$ cat config.mk
export PLATFORM = sky130hd
export DESIGN_NAME = pfrp_controller
export DESIGN_NICKNAME = d
export VERILOG_FILES = /design/src/rtl/pfrp_pkg.sv /design/src/rtl/pfrp_controller.sv
export SDC_FILE = /design/constraint.sdc
export NUM_CORES = 1
export LEC_CHECK = 0
export BUFFER_PORTS_ARGS = -buffer_cell sky130_fd_sc_hd__buf_2
export CORE_MARGIN = 2
export CORE_UTILIZATION = 50
export CTS_BUF_LIST = sky130_fd_sc_hd__clkbuf_8
export DETAILED_ROUTE_END_ITERATION = 8
export PLACE_DENSITY = 0.77
export SKIP_LAST_GASP = 1
export SLEW_MARGIN = 20
export SYNTH_ARGS = -nofsm -noshare
export SYNTH_HDL_FRONTEND = slang
export SYNTH_SLANG_ARGS = --single-unit
$ cat constraint.sdc
create_clock -name clk -period 1.75 [get_ports clk]
set_input_delay 0.525 -clock clk [delete_from_list [all_inputs] [get_ports clk]]
set_output_delay 0.525 -clock clk [all_outputs]
set_load 0.005 [all_outputs]
$ cat src/rtl/pfrp_pkg.sv
// Shared types and codes for the paged framebuffer rectangle plotter.
// No dependencies.
package pfrp_pkg;

  typedef enum logic [1:0] {
    CMD_DOT   = 2'd0,
    CMD_RECT  = 2'd1,
    CMD_CLEAR = 2'd2,
    CMD_READ  = 2'd3
  } cmd_code_t;

  localparam logic [1:0] COLOR_NONE      = 2'd0;
  localparam logic [1:0] COLOR_WHITE     = 2'd1;
  localparam logic [1:0] COLOR_BLACK     = 2'd2;
  // spare code, paints as black
  localparam logic [1:0] COLOR_BLACK_ALT = 2'd3;

  localparam logic [2:0] REG_PEN_COL     = 3'd0;
  localparam logic [2:0] REG_PEN_WIDTH   = 3'd1;
  localparam logic [2:0] REG_FILL_COL    = 3'd2;
  localparam logic [2:0] REG_CLIP_LEFT   = 3'd3;
  localparam logic [2:0] REG_CLIP_TOP    = 3'd4;
  localparam logic [2:0] REG_CLIP_WIDTH  = 3'd5;
  localparam logic [2:0] REG_CLIP_HEIGHT = 3'd6;

  // box selector: which painted box of a request is being prepared
  localparam logic [2:0] SEL_DOT    = 3'd0;
  localparam logic [2:0] SEL_LEFT   = 3'd1;
  localparam logic [2:0] SEL_RIGHT  = 3'd2;
  localparam logic [2:0] SEL_TOP    = 3'd3;
  localparam logic [2:0] SEL_BOTTOM = 3'd4;
  localparam logic [2:0] SEL_FILL   = 3'd5;

  typedef struct packed {
    logic       accept;
    logic       load_raw;
    logic [2:0] box_sel;
    logic       load_box;
    logic       load_full;
    logic       mem_rd;
    logic       mem_wr;
    logic       wr_zero;
    logic       advance;
    logic       rd_byte;
  } dp_cmd_t;

  typedef struct packed {
    logic box_empty;
    logic walk_last;
  } dp_status_t;

endpackage

$ cat src/rtl/pfrp_controller.sv
// Controller FSM: sequences boxes, byte read-modify-write, clear sweeps and byte reads.
// Depends on pfrp_pkg.
module pfrp_controller (
  input  logic                 clk,
  input  logic                 rst_n,
  input  logic                 start,
  input  logic [1:0]           in_command,
  output logic                 busy,
  output logic                 out_strobe,
  output pfrp_pkg::dp_cmd_t    cmd,
  input  pfrp_pkg::dp_status_t status
);
  import pfrp_pkg::*;

  typedef enum logic [9:0] {
    ST_INIT  = 10'b0000000001,
    ST_WIPE  = 10'b0000000010,
    ST_IDLE  = 10'b0000000100,
    ST_RAW   = 10'b0000001000,
    ST_BOX   = 10'b0000010000,
    ST_CHECK = 10'b0000100000,
    ST_RD    = 10'b0001000000,
    ST_WR    = 10'b0010000000,
    ST_FETCH = 10'b0100000000,
    ST_DONE  = 10'b1000000000
  } state_t;

  state_t     state_r, state_nxt;
  logic [2:0] sel_r, sel_nxt;
  logic       is_dot_r, is_dot_nxt;
  logic       reply_r, reply_nxt;   // wipe answers a request (not reset)
  logic       box_next;

  always_ff @(posedge clk) begin
    if (!rst_n) begin
      state_r  <= ST_INIT;
      sel_r    <= SEL_DOT;
      is_dot_r <= 1'b0;
      reply_r  <= 1'b0;
    end else begin
      state_r  <= state_nxt;
      sel_r    <= sel_nxt;
      is_dot_r <= is_dot_nxt;
      reply_r  <= reply_nxt;
    end
  end

  assign box_next = is_dot_r || (sel_r == SEL_FILL);

  always_comb begin
    state_nxt  = state_r;
    sel_nxt    = sel_r;
    is_dot_nxt = is_dot_r;
    reply_nxt  = reply_r;
    cmd        = '0;
    cmd.box_sel = sel_r;
    case (state_r)
      ST_INIT: begin
        cmd.load_full = 1'b1;
        state_nxt = ST_WIPE;
      end
      ST_WIPE: begin
        cmd.mem_wr  = 1'b1;
        cmd.wr_zero = 1'b1;
        cmd.advance = 1'b1;
        if (status.walk_last) state_nxt = reply_r ? ST_DONE : ST_IDLE;
      end
      ST_IDLE: begin
        if (start) begin
          cmd.accept = 1'b1;
          case (in_command)
            CMD_DOT: begin
              is_dot_nxt = 1'b1; sel_nxt = SEL_DOT; state_nxt = ST_RAW;
            end
            CMD_RECT: begin
              is_dot_nxt = 1'b0; sel_nxt = SEL_LEFT; state_nxt = ST_RAW;
            end
            CMD_CLEAR: begin
              reply_nxt = 1'b1; state_nxt = ST_INIT;
            end
            default: state_nxt = ST_FETCH;
          endcase
        end
      end
      ST_RAW: begin
        cmd.load_raw = 1'b1;
        state_nxt = ST_BOX;
      end
      ST_BOX: begin
        cmd.load_box = 1'b1;
        state_nxt = ST_CHECK;
      end
      ST_CHECK: begin
        if (!status.box_empty) state_nxt = ST_RD;
        else if (box_next) state_nxt = ST_DONE;
        else begin
          sel_nxt = sel_r + 3'd1; state_nxt = ST_RAW;
        end
      end
      ST_RD: begin
        cmd.mem_rd = 1'b1;
        state_nxt = ST_WR;
      end
      ST_WR: begin
        cmd.mem_wr  = 1'b1;
        cmd.advance = 1'b1;
        if (!status.walk_last) state_nxt = ST_RD;
        else if (box_next) state_nxt = ST_DONE;
        else begin
          sel_nxt = sel_r + 3'd1; state_nxt = ST_RAW;
        end
      end
      ST_FETCH: begin
        cmd.rd_byte = 1'b1;
        state_nxt = ST_DONE;
      end
      ST_DONE: begin
        reply_nxt = 1'b0;
        state_nxt = ST_IDLE;
      end
      default: state_nxt = ST_INIT;
    endcase
  end

  assign busy       = (state_r != ST_IDLE);
  assign out_strobe = (state_r == ST_DONE);

  a_strobe_single: assert property (@(posedge clk) disable iff (!rst_n)
    out_strobe |=> !out_strobe && !busy) else $error("result strobe not single");
  a_accept_busy: assert property (@(posedge clk) disable iff (!rst_n)
    cmd.accept |=> busy) else $error("accepted request left block idle");
  a_rd_wr_excl: assert property (@(posedge clk) disable iff (!rst_n)
    !(cmd.mem_wr && (cmd.mem_rd || cmd.rd_byte))) else $error("memory port conflict");
  a_wr_after_rd: assert property (@(posedge clk) disable iff (!rst_n)
    (cmd.mem_wr && !cmd.wr_zero) |-> $past(cmd.mem_rd)) else $error("write without read");

endmodule
==> impl_metrics.toml <==
[outcome]
status = "finished with violations"
violations = "setup timing"

[placed_design]
hpwl_um = 2100
gp_congestion = 0.939
io_buffers = 20
dp_slack_ps = -168

[sta]
rsz0062_at_grt = "yes"
relSlewSlack = 0.715
hold_viol = 0
period_share = 1.24
finalMaxSlewViolations = 0
fmax_mhz = 462
worst_clock_skew_ps = 2.40
period_minus_slack_ps = 2160
setup_viol = 15
whs_ps = 525
tightest_slew_ps = 424
fin_ws_ps = -415

[route]
drc = 0
wl_per_cell_um = 16.4
ant_nets = 0
wl_um = 3260
drt_pass1_iterations = 4
vias = 1131
detail_route.iter0.violations = 42
vias_per_cell = 5.68

[critical_path]
r2r_cells = 9
reg2reg_from = "state_r[5]"
crit_arrival_ps = 1640
path_class = "reg2out"
cp-end-kind = "output pin"
r2r-end = "sel_r[0]"
r2r_setup_slack_ps = -130
required_ps = 1220
start_kind = "flip-flop"
cp_max_fo = 3

[cts]
cts_tree = "yes"
cts_sinks = 15
numCtsBuffers = 3
cts_buffer_depth = 2
clock_latency_ps = 250
cts-htree-levels = 1
clk_pin_slew_worst_paths_ps = 60
clock_tree.root_cell = "clkbuf_8"
ctsHoldBuffers = 0

[die]
die_w_um = 48.9
dieHeight_um = 48.9
die_area_um2 = 2390
coreArea_um2 = 1920
floorplan.io_pins = 21
num_rows = 16
initial_core_util = 0.524

[global_route]
grt_remaining_overflow = 0
grt_usage = 0.297
antenna_found_initial = 0
grt_max_degree = 16
grt_pass1_wl_um = 5450
grt_pass1_vias = 1156

[power]
seq_power_share = 0.314
switching_share = 0.364
intPower_mw = 0.832
p_total_mw = 1.31
peakVddDrop_v = 0.000589
p_comb_frac = 0.475
power_switching_mw = 0.476
p_leak_nw = 0.740
powerDensity_nw_per_um2 = 825
clkPwrFrac = 0.211

[synth]
syn_avg_cell_area_um2 = 8.61
yosysWarnings = 0
synth_area_um2 = 1010
syn_inst = 117
ys_ff_latch = 15
syn_nets = 126
synth-seq-area-share = 0.298
yosysUniqueCellTypes = 44

[worst_hold_path]
hold_path_depth = 1
holdPathEnd = "is_dot_r"
hold_path_class = "reg2reg"
hold_path.startpoint = "is_dot_r"

[layout]
fillers = 121
drive_above_1_share = 0.523
multiInputGateArea_um2 = 786
nNetsFinal = 182
area_growth_pct = 57.4
diodes = 0
regArea_um2 = 310

[flow_run]
drv_cap = 0
==> stage by stage <==
| stage | TNS, ps | instance area, µm² | utilization | cells |
|---|---|---|---|---|
| floorplan | -246 | 1040 | - | 117 |
| global placement | -436 | 1370 | 0.710 | 188 |
| detailed placement | -648 | 1370 | 0.710 | 188 |
| CTS | -2930 | 1520 | 0.790 | 200 |
| global route | -4710 | 1590 | 0.825 | 199 |
| finish | -3210 | 1590 | 0.825 | 199 |
==> timing repair <==
item | CTS | global route
resized for setup | 14 | 15
setup endpoints to repair | 13 | 21
pin swaps | 5 | 8
setup buffers | 8 | 4
==> metal layers <==
| layer | global-route usage | vias to the layer above | routed length, µm |
|---|---|---|---|
| met5 | 0 | - | 0 |
| met4 | 0.114 | 0 | 116 |
| met3 | 0.0491 | 14 | 151 |
| met2 | 0.532 | 39 | 1590 |
| met1 | 0.351 | 538 | 1400 |
| li1 | - | 540 | - |
==> kinds of logic (layout without fill, tap and decap cells) <==
kind of cell    after synthesis  in the layout  synth area share
flops                        15             15             0.298
simple gates                 59             59             0.375
fa+ha+maj                     2              2            0.0248
mux                           3              3            0.0311
xor+xnor                      3              3            0.0261
compound gates               24             24             0.200
buf+inv                      11             66            0.0447
==> synthesized netlist by cell type (all sizes together) <==
cell	instances	area [µm²]
nand2	5	18.8
o221a	1	11.3
a22oi	1	7.51
nor4b	2	23.8
or3	3	18.8
a31oi	2	12.5
inv	6	22.5
and3	2	12.5
nor3b	4	30.0
and2b	1	7.51
nor4bb	1	10.0
nand4	2	12.5
xor2	3	26.3
nor2b	3	18.8
and3b	1	8.76
a21oi	2	10.0
and2	3	18.8
o21ai	6	30.0
a2111oi	1	27.5
a21boi	1	7.51
nand3	6	30.0
a32oi	1	16.3
nand2b	2	12.5
o2bb2ai	1	8.76
ha	2	25.0
nor2	14	52.6
buf	1	7.51
o211a	2	20.0
o31ai	1	7.51
dfxtp	15	300
a31o	2	17.5
nor4	4	61.3
o21a	2	15.0
mux2i	2	20.0
a21bo	1	10.0
mux2	1	11.3
nand4b	3	26.3
clkbuf	4	15.0
nor3	3	15.0
==> worst max-delay path: stages (launching register included) <==
cell     delay [ps]
dfxtp_2         330
nor4_4          290
nor2b_4         220
nand2_4          80
nor4b_4         280
buf_2           190
==> worst max path at each step <==
stage,from,to,slack [ps]
after floorplan,state_r[7],cmd[0],-100
after global placement,state_r[7],cmd[5],-170
after detailed placement,state_r[7],cmd[5],-170
after CTS,state_r[7],cmd[5],-410
after global routing,state_r[5],cmd[5],-480
final,state_r[5],cmd[5],-410
==> registers in the layout, indices dropped and copies added (netlist names) <==
register,cells
is_dot_r,1
reply_r,1
sel_r,3
state_r,10
==> cell usage in the layout (no fill, tap or decap), drive strengths merged, types with 4 or more instances in the layout <==
cell type  instances
buf               56
nand3              6
nor4               4
nand2              5
nor2              14
dfxtp             15
inv                7
nor3b              4
o21ai              6
==> power by group through the flow <==
stage	registers, mW	logic, mW	clock network, mW
after CTS	0.407	0.553	0.279
after global placement	0.409	0.477	0
after floorplan	0.383	0.336	0
after global routing	0.415	0.669	0.294
after detailed placement	0.409	0.487	0
final	0.411	0.621	0.276
==> area by class of cell <==
class / count / area share
multi-input combinational: 91 / 0.496
timing repair buffer: 56 / 0.245
sequential: 15 / 0.196
clock buffer: 3 / 0.0260
tap: 27 / 0.0213
inverter: 6 / 0.0142
clock inverter: 1 / 0.00237
No activity file was read; power rests on OpenSTA's default activity.
